--- config.mk ---
export PLATFORM = sky130hd
export DESIGN_NAME = kif_queue
export DESIGN_NICKNAME = d
export VERILOG_FILES = /design/src/rtl/kif_pkg.sv /design/src/rtl/kif_queue.sv
export VERILOG_INCLUDE_DIRS = /design/src /design/src/rtl
export SDC_FILE = /design/constraint.sdc
export NUM_CORES = 1
export LEC_CHECK = 0
export ABC_AREA = 1
export BUFFER_PORTS_ARGS = -buffer_cell sky130_fd_sc_hd__buf_2
export CORE_UTILIZATION = 49
export DETAILED_ROUTE_END_ITERATION = 6
export GPL_ROUTABILITY_DRIVEN = 1
export GPL_TIMING_DRIVEN = 0
export PLACE_DENSITY = 0.69
export SLEW_MARGIN = 20
export SYNTH_ARGS = -nofsm -noshare
export SYNTH_HDL_FRONTEND = slang
export SYNTH_SLANG_ARGS = --single-unit
--- constraint.sdc ---
create_clock -name clk_i -period 5.7 [get_ports clk_i]
set_clock_uncertainty 0.05 [all_clocks]
set_input_delay 0.57 -clock clk_i [delete_from_list [all_inputs] [get_ports clk_i]]
set_output_delay 0.57 -clock clk_i [all_outputs]
set_load 0.005 [all_outputs]
--- src/rtl/assert_macros.svh ---
// Shared assertion macros, sampled on clk_i, off while rst_ni is low.
`ifndef ASSERT_MACROS_SVH
`define ASSERT_MACROS_SVH

`define KIF_ASSERT(lbl, prop) \
  lbl: assert property (@(posedge clk_i) disable iff (!rst_ni) prop) \
    else $error("kif assertion failed");

`define KIF_NEVER(lbl, cond) `KIF_ASSERT(lbl, !(cond))

`endif

--- src/rtl/kif_pkg.sv ---
package kif_pkg;

  localparam int MaxWidth  = 1024;
  localparam int MaxHeight = 4096;
  localparam int ColW      = 10;
  localparam int RowW      = 12;
  localparam int QDepth    = 4;

  localparam logic [3:0] KSEL_GAUSS = 4'd0;
  localparam logic [3:0] KSEL_BOX   = 4'd1;
  localparam logic [3:0] KSEL_MAX   = 4'd10;

  localparam logic [1:0] CFG_KSEL   = 2'd0;
  localparam logic [1:0] CFG_WIDTH  = 2'd1;
  localparam logic [1:0] CFG_HEIGHT = 2'd2;

  // floor(x/9) == (x*3641)>>15 for 0..2295
  localparam logic [11:0] RECIP9 = 12'd3641;

  localparam logic signed [4:0] KERN_TAB [0:10][0:8] = '{
    '{ 5'sd1,  5'sd2,  5'sd1,  5'sd2,  5'sd4,  5'sd2,  5'sd1,  5'sd2,  5'sd1},
    '{ 5'sd1,  5'sd1,  5'sd1,  5'sd1,  5'sd1,  5'sd1,  5'sd1,  5'sd1,  5'sd1},
    '{-5'sd1, -5'sd2, -5'sd1,  5'sd0,  5'sd0,  5'sd0,  5'sd1,  5'sd2,  5'sd1},
    '{ 5'sd1,  5'sd0, -5'sd1,  5'sd2,  5'sd0, -5'sd2,  5'sd1,  5'sd0, -5'sd1},
    '{-5'sd1, -5'sd1, -5'sd1,  5'sd0,  5'sd0,  5'sd0,  5'sd1,  5'sd1,  5'sd1},
    '{-5'sd1,  5'sd0,  5'sd1, -5'sd1,  5'sd0,  5'sd1, -5'sd1,  5'sd0,  5'sd1},
    '{-5'sd1,  5'sd0,  5'sd0,  5'sd0,  5'sd1,  5'sd0,  5'sd0,  5'sd0,  5'sd0},
    '{ 5'sd0,  5'sd0, -5'sd1,  5'sd0,  5'sd1,  5'sd0,  5'sd0,  5'sd0,  5'sd0},
    '{ 5'sd0, -5'sd1,  5'sd0, -5'sd1,  5'sd4, -5'sd1,  5'sd0, -5'sd1,  5'sd0},
    '{-5'sd1, -5'sd1, -5'sd1, -5'sd1,  5'sd8, -5'sd1, -5'sd1, -5'sd1, -5'sd1},
    '{ 5'sd0, -5'sd2, -5'sd2,  5'sd2,  5'sd0, -5'sd2,  5'sd2,  5'sd2,  5'sd0}
  };

  typedef struct packed {
    logic [8:0][7:0]  win;
    logic [RowW-1:0]  row;
    logic [ColW-1:0]  col;
    logic             last_col;
    logic             last_row;
  } kif_job_t;

endpackage

--- src/rtl/kif_queue.sv ---
`include "assert_macros.svh"

module kif_queue (
  input  logic              clk_i,
  input  logic              rst_ni,
  input  logic              push_i,
  input  kif_pkg::kif_job_t job_i,
  input  logic              pop_i,
  output logic              valid_o,
  output kif_pkg::kif_job_t job_o,
  output logic [2:0]        count_o
);

  kif_pkg::kif_job_t mem_q [kif_pkg::QDepth];
  logic [1:0]        wptr_q, rptr_q;
  logic [2:0]        cnt_q;

  always_ff @(posedge clk_i or negedge rst_ni) begin
    if (!rst_ni) begin
      wptr_q <= '0;
      rptr_q <= '0;
      cnt_q  <= '0;
    end else begin
      if (push_i) wptr_q <= wptr_q + 2'd1;
      if (pop_i)  rptr_q <= rptr_q + 2'd1;
      cnt_q <= cnt_q + 3'(push_i) - 3'(pop_i);
    end
  end

  always_ff @(posedge clk_i) begin
    if (push_i) begin
      mem_q[wptr_q] <= job_i;
    end
  end

  assign valid_o = (cnt_q != '0);
  assign job_o   = mem_q[rptr_q];
  assign count_o = cnt_q;

  `KIF_NEVER(a_q_overflow, push_i && !pop_i && cnt_q == 3'(kif_pkg::QDepth))
  `KIF_NEVER(a_q_underflow, pop_i && cnt_q == '0)
  `KIF_ASSERT(a_q_count, (push_i && !pop_i) |=> (cnt_q == $past(cnt_q) + 3'd1))

endmodule

; Yosys cells after proc, flatten, opt, wreduce, memory -nomap -nowiden
; Memories as Yosys holds them, arrays and structs flattened.
; Cells that the tools add are included.
[word_totals]
register_bits = 7
mem_bits_rw = 384
out_inout_bits = 100
word_cells = 11
mem_count = 1
[op_classes]
addsub = 4
n_mux = 2
reduce_logical = 1
[memory_table]
columns = memory, words, width, read_ports, rd_clocked_by_memory_dff, wr, line_no
row1 = mem_q, 4, 96, 1, 0, 1, kif_queue.sv:14  ; kif_pkg::kif_job_t mem_q [kif_pkg::QDepth];
[ops]
columns = operator, count
row1 = 2-bit by 1-bit adder with 2-bit output (second input constant), 2
row2 = 3-bit by 1-bit adder with 3-bit output, 1
row3 = 3-bit nonzero test, 1
row4 = 3-bit by 1-bit subtractor with 3-bit output, 1
row5 = 1-bit 2-to-1 mux, 2

; Longest topological paths before layout
[depth]
ltp_word = 2
mapped_depth = 10
mapped_depth_nobuf = 10

; Least setup slack after synthesis
; Ideal clock, no wire load.
[synth_path]
path_kind = input-to-reg
startpoint = in push_i
endpoint = mem mem_q[1][0] in the netlist's numbering (enable)
setup_time_ns = 0.450
arrival_ns = 2.726
path_slack_ns = 2.474
path_stages = 3
n_path_buf = 1
path_cell_list = clkbuf_1 > nand2_1 > inv_1
[synth_between]
elab_chain_cells = 2
[synth_lines]
columns = element, line_no
row1 = "start, declared", kif_queue.sv:6  ; input logic push_i,
row2 = 1-bit 2-to-1 mux, kif_queue.sv:31  ; if (push_i) begin
row3 = 1-bit 2-to-1 mux (not written as such), kif_queue.sv:32  ; mem_q[wptr_q] <= job_i;
row4 = "end, declared", kif_queue.sv:14
; No other way between the ends.

==> impl_results.md <==
- Max-capacitance violation count: 0
- 1st-iter DRT viols: 752
- Setup TNS: 0 ns
- Kind of launch point of the worst setup path: register
- Layout-stage area growth over the synthesis result: 18.39%
- Clock network fraction of design power: 26.3%
- Comb power frac: 35.2%
- Top cells by area, synth: edfxtp_1 (70%), nand2_1 (11%), inv_1 (9.0%), nand3_1 (5.9%), dfrtp_1 (1.1%)
- Overflow left after global routing: 0
- CTS Root Buffer Type: clkbuf_16
- Fin. max-slew vios: 0
- Maximum number of pins on one net before global-route repair: 60
- Share of total power in sequential cells: 38.5%
- Synthesized instance count: 1550
- Area share of the leading cell type in the synthesized netlist: 69.54%
- Half-perimeter wire length after detailed placement: 21.75 mm
- Global placement routability congestion: 0.7503
- Relative slew slack: 62.49%
- Drt wl/cell: 15.80 um
- Internal power: 6.585 mW
- Number of clock sinks seen by CTS: 391
- First drt pass iteration count: 7
- Cts bufs inserted: 42
- Cell occurring most often along the worst timing path: buf_2
- Share of synthesized area occupied by flip-flops and latches: 70.60%
- Share of cells above drive strength 1: 17.65%
- Via count normalized by instance count: 4.738
- Register bit total from synthesis: 391
- Clk slew on worst S/H paths: 0.06 ns
- Final clock period utilization by the worst path: 46.23%
- Switching Power: 3.473 mW
- Class of the tightest hold or removal check: input port to register
- Buffers and inverters on the worst path: 5
- Biggest area consumer among synthesized cells: edfxtp_1
- Number of port buffers: 199
- Vias in the first global route: 10480
- Startpoint-to-endpoint class of the critical path: register to output port
- CTS resizes: 0
- Vertical die dimension: 186.0 um
- Worst Max-Slew Pin Slew: 0.5626 ns
- Average footprint of a synthesized cell: 10.70 sq um
- Compound-gate portion of the synthesized area: 0.03018%
- Placeable Area: 32950 sq um
- # DRC: 0
- FP Rows: 66
- Largest driver fanout on the critical path: 10
- LEAKAGE: 9.216 nW
- Critical Path, Cell by Cell: buf_4 > inv_4 > buf_6 > buf_2 > nand3_1 > nand2_1 > buf_2
- Post-route minimum period: 2.635 ns
- Peak supply drop: 318.8 uV
- Number of H-tree branching levels: 2
- Worst endpoint data arrival time: 2.01 ns
- Maximum clock insertion buffer count: 3
- Detail Route Antenna Nets: 0
- Worst path max stage delay: 0.36 ns
- I/O pin count: 200
- Most common library cell in the layout ignoring fill and taps: nand2_1
- Synthesized-area fraction occupied by xor and xnor cells: 0.1585%
- Area share of fa/ha/maj cells after synthesis: 0.5735%
- Synthesized net count: 1657
- Final standard cell area without fillers: 19630 sq um
- Fraction of the mapped netlist area in simple logic gates: 16.97%
- Post-CTS Setup Bufs: 0
- Clock latency of the later-clocked register in the worst-skew pair: 0.53 ns
- Filler instances: 2572
- Peak Freq: 379.5 MHz
- Critical Path Sink Type: output port
- Hold-fix buffer count after cts: 1
- Starting density of the core: 50.32%
- Switching power share of the total: 34.53%
- Final number of hold-violating endpoints: 0
- Multiplexer share of the synthesized area: 0%
- Run status: completed
- Die Width: 186.0 um
- Clock tree from TritonCTS: yes
- Number of distinct library cells after synthesis: 16
- Area of the mapped netlist: 16580 sq um
- Ys Warns: 0
- Global-route wire length before repair: 55.32 mm
- Via count: 10780
- Total wirelength of the detailed-routed design: 35.97 mm
- Area enclosed by the die boundary: 34580 sq um
- Power per cell area: 512.4 nW/um^2
- Cell family contributing the most delay on the critical path: buffers and inverters
- Setup repair after global routing missed its margin: false
- Cell with the biggest individual delay on the critical path: dfrtp_1
- Main combinational cell family by area after synthesis: simple AND/OR/NAND/NOR gates
- Critical Path RT: 5.08 ns
- Initial antenna violation count: 6
- Net count reported at finish: 1905
- Total routing resource utilization after global routing: 21.31%
- Most used cells in the layout excluding fill and tap cells: nand2_1 (491), inv_1 (392), edfxtp_1 (384), buf_2 (228), nand3_1 (194)
- Post-placement cell area: 18260 sq um
- Final Setup Violations: 0
- Power, Total: 10.06 mW
[sequential cells by signal, summed over array words and instances, names as in the netlist]
name and cells:
mem_q 384, count_o 3, wptr_q 2, rptr_q 2
[through the flow]
stage	setup WS [ns]	hold WS, ns	util, %	instances
final	3.065	0.2022	59.58	2276
after global routing	2.959	0.1722	59.55	2273
after CTS	3.020	0.1732	59.55	2272
after detailed placement	3.360	0.3694	55.42	2195
after global placement	0.7331	0.3673	55.02	2191
after floorplan	2.474	0.2244	-	1550
[cell families after synthesis]
family                   after synthesis
AO/OA/AOI/OAI                          1
XOR/XNOR                               3
adder cells (fa/ha/maj)                7
buffers and inverters                463
flip-flops                           391
AND/OR/NAND/NOR                      685
[worst reg2reg max path: cells and delay by family (launching register included)]
kind | cells | cell delay [ns]
adder cells (fa/ha/maj) | 1 | 0.14
buffers and inverters | 3 | 0.87
flip-flops | 1 | 0.42
AND/OR/NAND/NOR | 1 | 0.11
[final cells by class]
cell class                 count  area, sq um  share of cell area [%]
clock buffer                  54         1096                   5.584
tap                          442        553.0                   2.817
multi-input combinational    696         2940                   14.98
inverter                     398         1516                   7.725
timing repair buffer         204         1116                   5.686
sequential                   391        11710                   59.63
clock inverter                22        254.0                   1.294
antenna                        4        10.01                 0.05099
buffer                        65        437.9                   2.231
[routing by layer]
| layer | GRT usage [%] | vias to the layer above | share of wire (%) |
|---|---|---|---|
| li1 | - | 5340 | - |
| met3 | 3.874 | 75 | 6.5 |
| met1 | 27.66 | 5038 | 42 |
| met4 | 7.246 | 6 | 2.8 |
| met2 | 36.04 | 324 | 49 |
| met5 | 0 | - | 0.10 |
[power by group through the flow]
stage               Combinational, mW  Clock [mW]  Sequential [mW]
detailed placement               3.60           0             3.93
global route                     3.98        2.83             3.91
global placement                 3.47           0             4.01
CTS                              3.62        2.70             3.87
floorplan                        2.08           0             3.95
finish                           3.54        2.65             3.87
[Yosys cell counts]
library cell and number:
dfrtp_1 7, o21ai_1 1, xor2_1 3, nand3_1 194, fa_1 1, buf_4 14, buf_2 29, inv_1 396
buf_6 14, inv_2 1, clkbuf_1 4, nand2_1 491, edfxtp_1 384, inv_4 1, buf_1 4, ha_1 6
[worst paths after layout]
kind / slack (ns) / end / cells after the start / startpoint
setup reg to reg: 3.74 / mem_q[2][54]$_DFFE_PP_ / 5 / wptr_q[0]$_DFFE_PN0P_
min in group asynchronous: 0.36 / count_o[2]$_DFF_PN0_ / 2 / rst_ni
hold reg to reg: 0.47 / count_o[2]$_DFF_PN0_ / 2 / count_o[1]$_DFF_PN0_
max in group asynchronous: 5.07 / rptr_q[1]$_DFFE_PN0P_ / 2 / rst_ni
hold / removal: 0.20 / mem_q[1][84]$_DFFE_PP_ / 1 / job_i[84]
setup / recovery: 3.07 / job_o[80] / 7 / rptr_q[1]$_DFFE_PN0P_
Note: power is estimated with default switching activity, not from simulation.
