File: src/rtl/assert_macros.svh
// Shared assertion macros, sampled on clk_i, off while rst_ni is low.
`ifndef ASSERT_MACROS_SVH
`define ASSERT_MACROS_SVH

`define KIF_ASSERT(lbl, prop) \
  lbl: assert property (@(posedge clk_i) disable iff (!rst_ni) prop) \
    else $error("kif assertion failed");

`define KIF_NEVER(lbl, cond) `KIF_ASSERT(lbl, !(cond))

`endif

File: src/rtl/kif_pkg.sv
package kif_pkg;

  localparam int MaxWidth  = 1024;
  localparam int MaxHeight = 4096;
  localparam int ColW      = 10;
  localparam int RowW      = 12;
  localparam int QDepth    = 4;

  localparam logic [3:0] KSEL_GAUSS = 4'd0;
  localparam logic [3:0] KSEL_BOX   = 4'd1;
  localparam logic [3:0] KSEL_MAX   = 4'd10;

  localparam logic [1:0] CFG_KSEL   = 2'd0;
  localparam logic [1:0] CFG_WIDTH  = 2'd1;
  localparam logic [1:0] CFG_HEIGHT = 2'd2;

  // floor(x/9) == (x*3641)>>15 for 0..2295
  localparam logic [11:0] RECIP9 = 12'd3641;

  localparam logic signed [4:0] KERN_TAB [0:10][0:8] = '{
    '{ 5'sd1,  5'sd2,  5'sd1,  5'sd2,  5'sd4,  5'sd2,  5'sd1,  5'sd2,  5'sd1},
    '{ 5'sd1,  5'sd1,  5'sd1,  5'sd1,  5'sd1,  5'sd1,  5'sd1,  5'sd1,  5'sd1},
    '{-5'sd1, -5'sd2, -5'sd1,  5'sd0,  5'sd0,  5'sd0,  5'sd1,  5'sd2,  5'sd1},
    '{ 5'sd1,  5'sd0, -5'sd1,  5'sd2,  5'sd0, -5'sd2,  5'sd1,  5'sd0, -5'sd1},
    '{-5'sd1, -5'sd1, -5'sd1,  5'sd0,  5'sd0,  5'sd0,  5'sd1,  5'sd1,  5'sd1},
    '{-5'sd1,  5'sd0,  5'sd1, -5'sd1,  5'sd0,  5'sd1, -5'sd1,  5'sd0,  5'sd1},
    '{-5'sd1,  5'sd0,  5'sd0,  5'sd0,  5'sd1,  5'sd0,  5'sd0,  5'sd0,  5'sd0},
    '{ 5'sd0,  5'sd0, -5'sd1,  5'sd0,  5'sd1,  5'sd0,  5'sd0,  5'sd0,  5'sd0},
    '{ 5'sd0, -5'sd1,  5'sd0, -5'sd1,  5'sd4, -5'sd1,  5'sd0, -5'sd1,  5'sd0},
    '{-5'sd1, -5'sd1, -5'sd1, -5'sd1,  5'sd8, -5'sd1, -5'sd1, -5'sd1, -5'sd1},
    '{ 5'sd0, -5'sd2, -5'sd2,  5'sd2,  5'sd0, -5'sd2,  5'sd2,  5'sd2,  5'sd0}
  };

  typedef struct packed {
    logic [8:0][7:0]  win;
    logic [RowW-1:0]  row;
    logic [ColW-1:0]  col;
    logic             last_col;
    logic             last_row;
  } kif_job_t;

endpackage

File: src/rtl/kif_back.sv
`include "assert_macros.svh"

module kif_back (
  input  logic              clk_i,
  input  logic              rst_ni,
  input  logic [3:0]        ksel_i,
  input  logic              job_vld_i,
  input  kif_pkg::kif_job_t job_i,
  output logic              pop_o,
  output logic              out_vld_o,
  input  logic              out_rdy_i,
  output logic [7:0]        pixel_o,
  output logic [kif_pkg::RowW-1:0] row_o,
  output logic [kif_pkg::ColW-1:0] col_o,
  output logic              last_o
);

  logic [3:0]  done_q, mask, rem;
  logic [1:0]  k;
  logic        adv, issue, final_em;
  logic [1:0]  rs [3];
  logic [1:0]  cs [3];
  logic [7:0]  p [9];
  logic signed [13:0] sum, term;

  logic                     s1_vld_q, o_vld_q, s1_lst_q, o_lst_q;
  logic signed [13:0]       s1_sum_q;
  logic [3:0]               s1_ks_q;
  logic [kif_pkg::RowW-1:0] s1_row_q, o_row_q;
  logic [kif_pkg::ColW-1:0] s1_col_q, o_col_q;
  logic [7:0]               o_px_q, px_d;
  logic [12:0]              q;
  logic [24:0]              prod;

  assign adv      = !o_vld_q || out_rdy_i;
  assign mask     = {job_i.last_col & job_i.last_row, job_i.last_row, job_i.last_col, 1'b1};
  assign rem      = mask & ~done_q;
  assign issue    = adv && job_vld_i;
  assign final_em = (rem & (rem - 4'd1)) == '0;
  assign pop_o    = issue && final_em;

  always_comb begin
    k = 2'd3;
    if (rem[2]) k = 2'd2;
    if (rem[1]) k = 2'd1;
    if (rem[0]) k = 2'd0;
    rs[0] = k[1] ? 2'd1 : ((job_i.row == 12'd1) ? 2'd2 : 2'd0);
    rs[1] = k[1] ? 2'd2 : 2'd1;
    rs[2] = 2'd2;
    cs[0] = k[0] ? 2'd1 : ((job_i.col == 10'd1) ? 2'd2 : 2'd0);
    cs[1] = k[0] ? 2'd2 : 2'd1;
    cs[2] = 2'd2;
    for (int i = 0; i < 3; i++) begin
      for (int j = 0; j < 3; j++) begin
        p[i*3+j] = job_i.win[4'(rs[i]) * 4'd3 + 4'(cs[j])];
      end
    end
    sum = '0;
    for (int n = 0; n < 9; n++) begin
      term = (ksel_i > kif_pkg::KSEL_MAX) ? 14'sd0 :
             14'(kif_pkg::KERN_TAB[ksel_i][n]) * $signed({6'd0, p[n]});
      sum  = sum + term;
    end
  end

  always_comb begin
    prod = 25'(s1_sum_q[12:0]) * 25'(kif_pkg::RECIP9);
    if (s1_sum_q < 0 || s1_ks_q > kif_pkg::KSEL_MAX) begin
      q = '0;
    end else if (s1_ks_q == kif_pkg::KSEL_GAUSS) begin
      q = {4'd0, s1_sum_q[12:4]};
    end else if (s1_ks_q == kif_pkg::KSEL_BOX) begin
      q = {3'd0, prod[24:15]};
    end else begin
      q = s1_sum_q[12:0];
    end
    px_d = (q > 13'd255) ? 8'd255 : q[7:0];
  end

  always_ff @(posedge clk_i or negedge rst_ni) begin
    if (!rst_ni) begin
      done_q   <= '0;
      s1_vld_q <= 1'b0;
      o_vld_q  <= 1'b0;
    end else begin
      if (issue) begin
        done_q <= final_em ? '0 : (done_q | (4'd1 << k));
      end
      if (adv) begin
        s1_vld_q <= job_vld_i;
        o_vld_q  <= s1_vld_q;
      end
    end
  end

  always_ff @(posedge clk_i) begin
    if (adv) begin
      s1_sum_q <= sum;
      s1_ks_q  <= ksel_i;
      s1_row_q <= k[1] ? job_i.row : job_i.row - 12'd1;
      s1_col_q <= k[0] ? job_i.col : job_i.col - 10'd1;
      s1_lst_q <= (k == 2'd3);
      o_px_q   <= px_d;
      o_row_q  <= s1_row_q;
      o_col_q  <= s1_col_q;
      o_lst_q  <= s1_lst_q;
    end
  end

  assign out_vld_o = o_vld_q;
  assign pixel_o   = o_px_q;
  assign row_o     = o_row_q;
  assign col_o     = o_col_q;
  assign last_o    = o_lst_q;

  `KIF_NEVER(a_b_done_not_sub, (done_q & ~mask) != '0 && job_vld_i)
  `KIF_ASSERT(a_b_hold, (o_vld_q && !out_rdy_i) |=> o_vld_q)

endmodule

File: config.mk
export PLATFORM = sky130hd
export DESIGN_NAME = kif_back
export DESIGN_NICKNAME = d
export VERILOG_FILES = /design/src/rtl/kif_pkg.sv /design/src/rtl/kif_back.sv
export VERILOG_INCLUDE_DIRS = /design/src /design/src/rtl
export SDC_FILE = /design/constraint.sdc
export NUM_CORES = 1
export LEC_CHECK = 0
export CORE_ASPECT_RATIO = 1.4
export CORE_UTILIZATION = 70
export CTS_BUF_LIST = sky130_fd_sc_hd__clkbuf_8
export DETAILED_ROUTE_END_ITERATION = 7
export DONT_BUFFER_PORTS = 1
export PLACE_DENSITY_LB_ADDON = 0.1
export SLEW_MARGIN = 20
export SYNTH_ARGS = -nofsm -noshare
export SYNTH_HDL_FRONTEND = slang
export SYNTH_SLANG_ARGS = --single-unit
export TNS_END_PERCENT = 1
File: constraint.sdc
create_clock -name clk_i -period 29.6 [get_ports clk_i]
set_clock_uncertainty 0.1 [all_clocks]
set_input_delay 2.96 -clock clk_i [delete_from_list [all_inputs] [get_ports clk_i]]
set_output_delay 2.96 -clock clk_i [all_outputs]
set_load 0.03 [all_outputs]
After elaboration in Yosys (flattened, before gate mapping)

Memory sizes are Yosys's and may differ from the RTL's.
Index checks and enable logic that the tools add are counted.

Equality and inequality tests: 4
$lt $le $gt $ge: 13
Reduce and logical (&&, ||, !) cells: 7
Add/subtract/negate cells: 19
Shifts and indexed selects: 1
Multiply operators: 12
Multiplexer cells: 42
Bitwise gates (word level): 6

Operators by type and width:

| kind                                                        | number |
|---|---|
| binary-select mux 8 bit (select 4 bit)                      | 8 |
| multiplier 5 x 9 -> 14 bit                                  | 9 |
| two-way mux 14 bit                                          | 9 |
| adder 14 bit                                                | 8 |
| two-way mux 45 bit                                          | 2 |
| two-way mux 8 bit                                           | 8 |
| less-than comparator 4 x 5 -> 1 bit, second input constant  | 8 |
| two-way mux 13 bit                                          | 3 |
| multiplier 13 x 12 -> 25 bit, second input constant         | 1 |
| adder 4 x 2 -> 4 bit                                        | 4 |
| two-way mux 2 bit                                           | 8 |
| less-than comparator 14 x 1 -> 1 bit, second input constant | 1 |
| > comparator 13 x 8 -> 1 bit, second input constant         | 1 |
| equality test 12 x 1 -> 1 bit, second input constant        | 1 |
| two-way mux 12 bit                                          | 1 |
| subtractor 12 x 1 -> 12 bit, second input constant          | 1 |
| equality test 10 x 1 -> 1 bit, second input constant        | 1 |
| two-way mux 10 bit                                          | 1 |
| subtractor 10 x 1 -> 10 bit, second input constant          | 1 |
| adder 3 x 2 -> 4 bit, first input constant                  | 2 |
| adder 4 x 2 -> 4 bit, second input constant                 | 2 |
| bitwise AND 4 bit                                           | 2 |
| > comparator 4 bit, second input constant                   | 2 |
| zero test 4 bit                                             | 2 |
| 15 further kinds                                            | 18 |

Bits of input ports: 104
Bits in registers: 78
Word-level logic and storage cells: 117
Output and inout port bits: 33
Memories: 1
Bits in read-only memories: 720

Memories:

| memory          | words | width | rd ports | clocked after memory_dff | wr ports | RTL line       | RTL |
|---|---|---|---|---|---|---|---|
| (no name shown) | 16    | 45    | 1        | 0                        | 0        | kif_back.sv:61 | `14'(kif_pkg::KERN_TAB[ksel_i][n]) * $signed({6'd0, p[n]});` |

Depth between registers and ports, before layout

Word-level depth: 20
Depth in mapped cells: 45
Mapped depth without buffers: 43

Least setup slack after synthesis

No wires, ideal clock.

Path kind: input -> register
Start: input job_i[1] (netlist bit)
End: register s1_sum_q[13], data pin
Stages: 40
Arrival time: 12.504 ns
Buffers on the path: 4
Setup slack: 16.738 ns
Cell sequence: nand2b_1 -> a31oi_2 -> clkbuf_1 -> clkbuf_1 -> ha_1 -> inv_1 -> fa_1 -> clkbuf_1 -> clkbuf_1 -> mux2i_1 -> a21oi_1 -> nor2_1 -> a21oi_1 -> nor2_1 -> fa_1 -> inv_1 -> fa_1 -> fa_1 -> [... 4 more ...] -> o21ai_0 -> a211o_1 -> xor2_1 -> nor2_1 -> fa_1 -> inv_1 -> fa_1 -> inv_1 -> fa_1 -> inv_1 -> fa_1 -> inv_1 -> ha_1 -> or2_2 -> a21oi_1 -> a21oi_1 -> xnor2_1 -> xnor2_1

Word-level cells in the longest chain between the ends: 18

RTL lines:

| what                                    | RTL line       | RTL |
|---|---|---|
| start, declared                         | kif_back.sv:8  | `input kif_pkg::kif_job_t job_i,` |
| bitwise AND 4 bit *                     | kif_back.sv:37 | `assign rem = mask & ~done_q;` |
| two-way mux 2 bit *                     | kif_back.sv:45 | `if (rem[1]) k = 2'd1;` |
| two-way mux 2 bit *                     | kif_back.sv:46 | `if (rem[0]) k = 2'd0;` |
| two-way mux 2 bit                       | kif_back.sv:47 | `rs[0] = k[1] ? 2'd1 : ((job_i.row == 12'd1) ? 2'd2 : 2'd0);` |
| multiplier 2 x 2 -> 4 bit               | kif_back.sv:55 | `p[i*3+j] = job_i.win[4'(rs[i]) * 4'd3 + 4'(cs[j])];` |
| adder 4 x 2 -> 4 bit                    | kif_back.sv:55 |  |
| binary-select mux 8 bit (select 4 bit)  | kif_back.sv:55 |  |
| two-way mux 8 bit (implied by the code) | kif_back.sv:55 |  |
| multiplier 5 x 9 -> 14 bit              | kif_back.sv:61 |  |
| two-way mux 14 bit                      | kif_back.sv:60 | `term = (ksel_i > kif_pkg::KSEL_MAX) ? 14'sd0 :` |
| adder 14 bit (6 in a row)               | kif_back.sv:62 | `sum = sum + term;` |
| adder 14 bit * (2 in a row)             | kif_back.sv:62 |  |
| via sum[13]                             | kif_back.sv:24 | `logic signed [13:0] sum, term;` |
| end signal, assigned                    | kif_back.sv:98 | `s1_sum_q <= sum;` |
| end, declared                           | kif_back.sv:27 | `logic signed [13:0] s1_sum_q;` |

The timed path passes the listed nets; every way through them passes the cells marked *. The select of a mux whose other input is x is not followed.
A chain may end at the register's enable or synchronous reset.

Worst setup path in the final report

Same ends and word-level chain as after synthesis.

==> run_results.csv <==
group,metric,value,unit
min_path,holdCritStartpoint,"s1_col_q[7]$_DFFE_PN_",
run_status,outcome,"finished, final reports clean",
yosys,syn_inst,2444,
floorplanning,num_rows,76,
sta,slew_headroom,0.242,
global_route,grt_pass1_wl,100,mm
route,detail_route.vias_per_cell,6.27,
yosys,yosys.cell_types.count,72,
yosys,synth_top_cells_by_area,"fa_1 25%, ha_1 19%, edfxtp_1 9.8%",
critical_path,reg2reg_from,"done_q[0]$_DFFE_PN0P_",
yosys,synth_edf_count,72,
clock_tree,cts_resized,0,
yosys,synth_area_leader_cell,"fa_1",
route,vias,17519,
yosys,netlist.area_leader.share,0.253,
critical_path,critPathMaxStageDelay,1160,ps
yosys,synth_commonest_cells,"447 x inv_1, 332 x ha_1, 278 x fa_1, 234 x nor2_1, 162 x nand2_1",
placed_design,dpl.hpwl,54.3,mm
clock_tree,clock_latency,400,ps
clock_tree,cts_buffers,9,
clock_tree,clkSlewWorstSetupHoldPaths,120,ps
sta,fin_crit_sh,0.477,
floorplanning,initial_core_util,0.713,
floorplanning,die_h,212,um
layout,drive_above_1_share,0.0424,
global_route,track_usage,0.423,
critical_path,cp.arrival,14170,ps
critical_path,path_max_fanout,26,
floorplanning,dieArea,0.0321,sq mm
sta,setup_tns,0,ps
yosys,synthFlopType,"edfxtp_1",
global_route,antenna_found_initial,0,
clock_tree,cts_root_buffer,"clkbuf_8",
sta,timing.fmax,0.0709,GHz
layout,n_antenna_cell,0,
layout,nNetsFinal,3113,
critical_path,startpoint,"job_i[1]",
sta,fin_crit,14110,ps
sta,finalSetupViolCount,0,
job,maxCapViolCount,0,
yosys,synth_nets,3158,
critical_path,critPathRequiredTime,29670,ps
route,first_pass_iters,6,
sta,hold_violations,0,
yosys,yosys_warnings,0,
yosys,postSynthRegisterBits,78,
placed_design,gp_congestion,1.03,
clock_tree,cts_setup_buffers,0,
floorplanning,coreArea,0.0308,sq mm
route,drtIter0Drc,1199,
yosys,synth.most_common_cell,"inv_1",
global_route,overflow,0,
route,postRouteAntennaNets,0,
clock_tree,h-tree-depth,3,
global_route,grt_start_max_net_pins,76,
yosys,seq_area_frac_synth,0.105,
floorplanning,io_pins,137,
clock_tree,cts_sinks,78,
route,wl_per_cell,23.0,um
critical_path,cp-start-kind,"input pin",
sta,worst_pin_slew,1130,ps
layout,nFillCells,2360,
critical_path,end_kind,"flip-flop",
clock_tree,cts_tree,"yes",
route,drc,0,
critical_path,cpMostUsedCell,"inv_1",
sta,rsz0062_at_grt,"no",
clock_tree,cts.path.max_buffers,2,
route,wl,64.1,mm
yosys,async_reset_ff_frac,0.0769,
yosys,syn_area_per_cell,8.99,sq um
layout,area_growth,2.47,%
sta,final-max-slew-violation-count,0,
min_path,hp-class,"flip-flop to flip-flop",
yosys,netlist_area,0.0220,sq mm
critical_path,critPathSlowestCell,"fa_1",
floorplanning,fp.dieW,152,um
placed_design,numPortBuffers,0,
clock_tree,hold_buffers,0,
global_route,grt_pass1_vias,18465,
critical_path,crit_type,"input pin to flip-flop",
==> per-layer routing <==
layer | part of all wire | global-route usage
met4 | 0.11 | 0.373
met3 | 0.074 | 0.0696
met5 | 0 | 0
met1 | 0.34 | 0.464
met2 | 0.48 | 0.700
==> worst max-delay path: cells and delay by family <==
family / cells / cell delay (ps)
fa+ha+maj: 11 / 5820
compound gates: 9 / 1740
simple gates: 6 / 1450
buf+inv: 9 / 1250
xor+xnor: 4 / 640
mux: 1 / 290
==> placed cells by master, fill, tap and decap left out, types with 6 or more instances in the layout <==
cell,n
and2_1,60
or2_2,18
mux2_2,9
xor2_1,47
edfxtp_1,72
a21oi_1,133
fa_1,278
a221oi_1,13
clkbuf_8,9
and3_1,14
nand4_1,6
a211oi_1,11
a22oi_1,6
mux2i_1,99
or3_1,10
ha_1,331
nand2b_1,21
a21o_1,34
nand2_1,162
xnor2_1,74
nand3_1,14
nor2b_1,36
nor3_1,23
mux4_2,26
buf_4,16
o21a_1,7
dfrtp_1,6
inv_1,447
o31ai_1,12
o21bai_1,36
nor2_1,234
o21ai_0,62
==> metrics by stage <==
step                 util  cell area (sq um)  worst slack (ps)  hold WS [ps]  std cells
floorplan               -              22000             16740           300       2444
global placement    0.724              22300             15570           300       2778
detailed placement  0.724              22300             15260           305       2778
CTS                 0.730              22500             15650           315       2794
global route        0.730              22500             14810           314       2794
finish              0.730              22500             15490           314       2794
==> final timing paths <==
check	endpoint	slack, ps	cells past startpoint
worst min register to register	col_o[7]$_DFFE_PN_	310	0
max in group asynchronous	done_q[1]$_DFFE_PN0P_	27180	0
worst min-delay path	col_o[7]$_DFFE_PN_	310	0
min in group asynchronous	done_q[3]$_DFFE_PN0P_	2150	0
worst max register to register	s1_sum_q[13]$_DFFE_PN_	17480	39
worst max-delay path	s1_sum_q[13]$_DFFE_PN_	15490	40
==> kinds of logic after synthesis <==
logic type               Yosys count  share of synthesized area
multiplexers                     135                     0.0769
AO/OA/AOI/OAI                    354                      0.103
flip-flops                        78                      0.105
XOR/XNOR                         124                     0.0510
adder cells (fa/ha/maj)          610                      0.443
AND/OR/NAND/NOR                  619                      0.131
buffers and inverters            524                     0.0904
==> state kept, by name (all words and copies together) (netlist names) <==
name / cells
s1_sum_q: 14
row_o: 12
s1_row_q: 12
col_o: 10
s1_col_q: 10
pixel_o: 8
done_q: 4
s1_ks_q: 4
last_o: 1
out_vld_o: 1
s1_lst_q: 1
s1_vld_q: 1
==> cell type report <==
class	instances	area, sq um	share of cell area
Clock inverter	7	63.8	0.00284
Sequential cell	78	2310	0.103
Clock buffer	9	124	0.00550
Multi-Input combinational cell	1842	17700	0.787
Inverter	452	1700	0.0754
Timing Repair Buffer	16	120	0.00534
Tap cell	390	488	0.0217
Power is not shown: default switching activity piles up to over one toggle a cycle in this logic, so the estimate is an artifact.
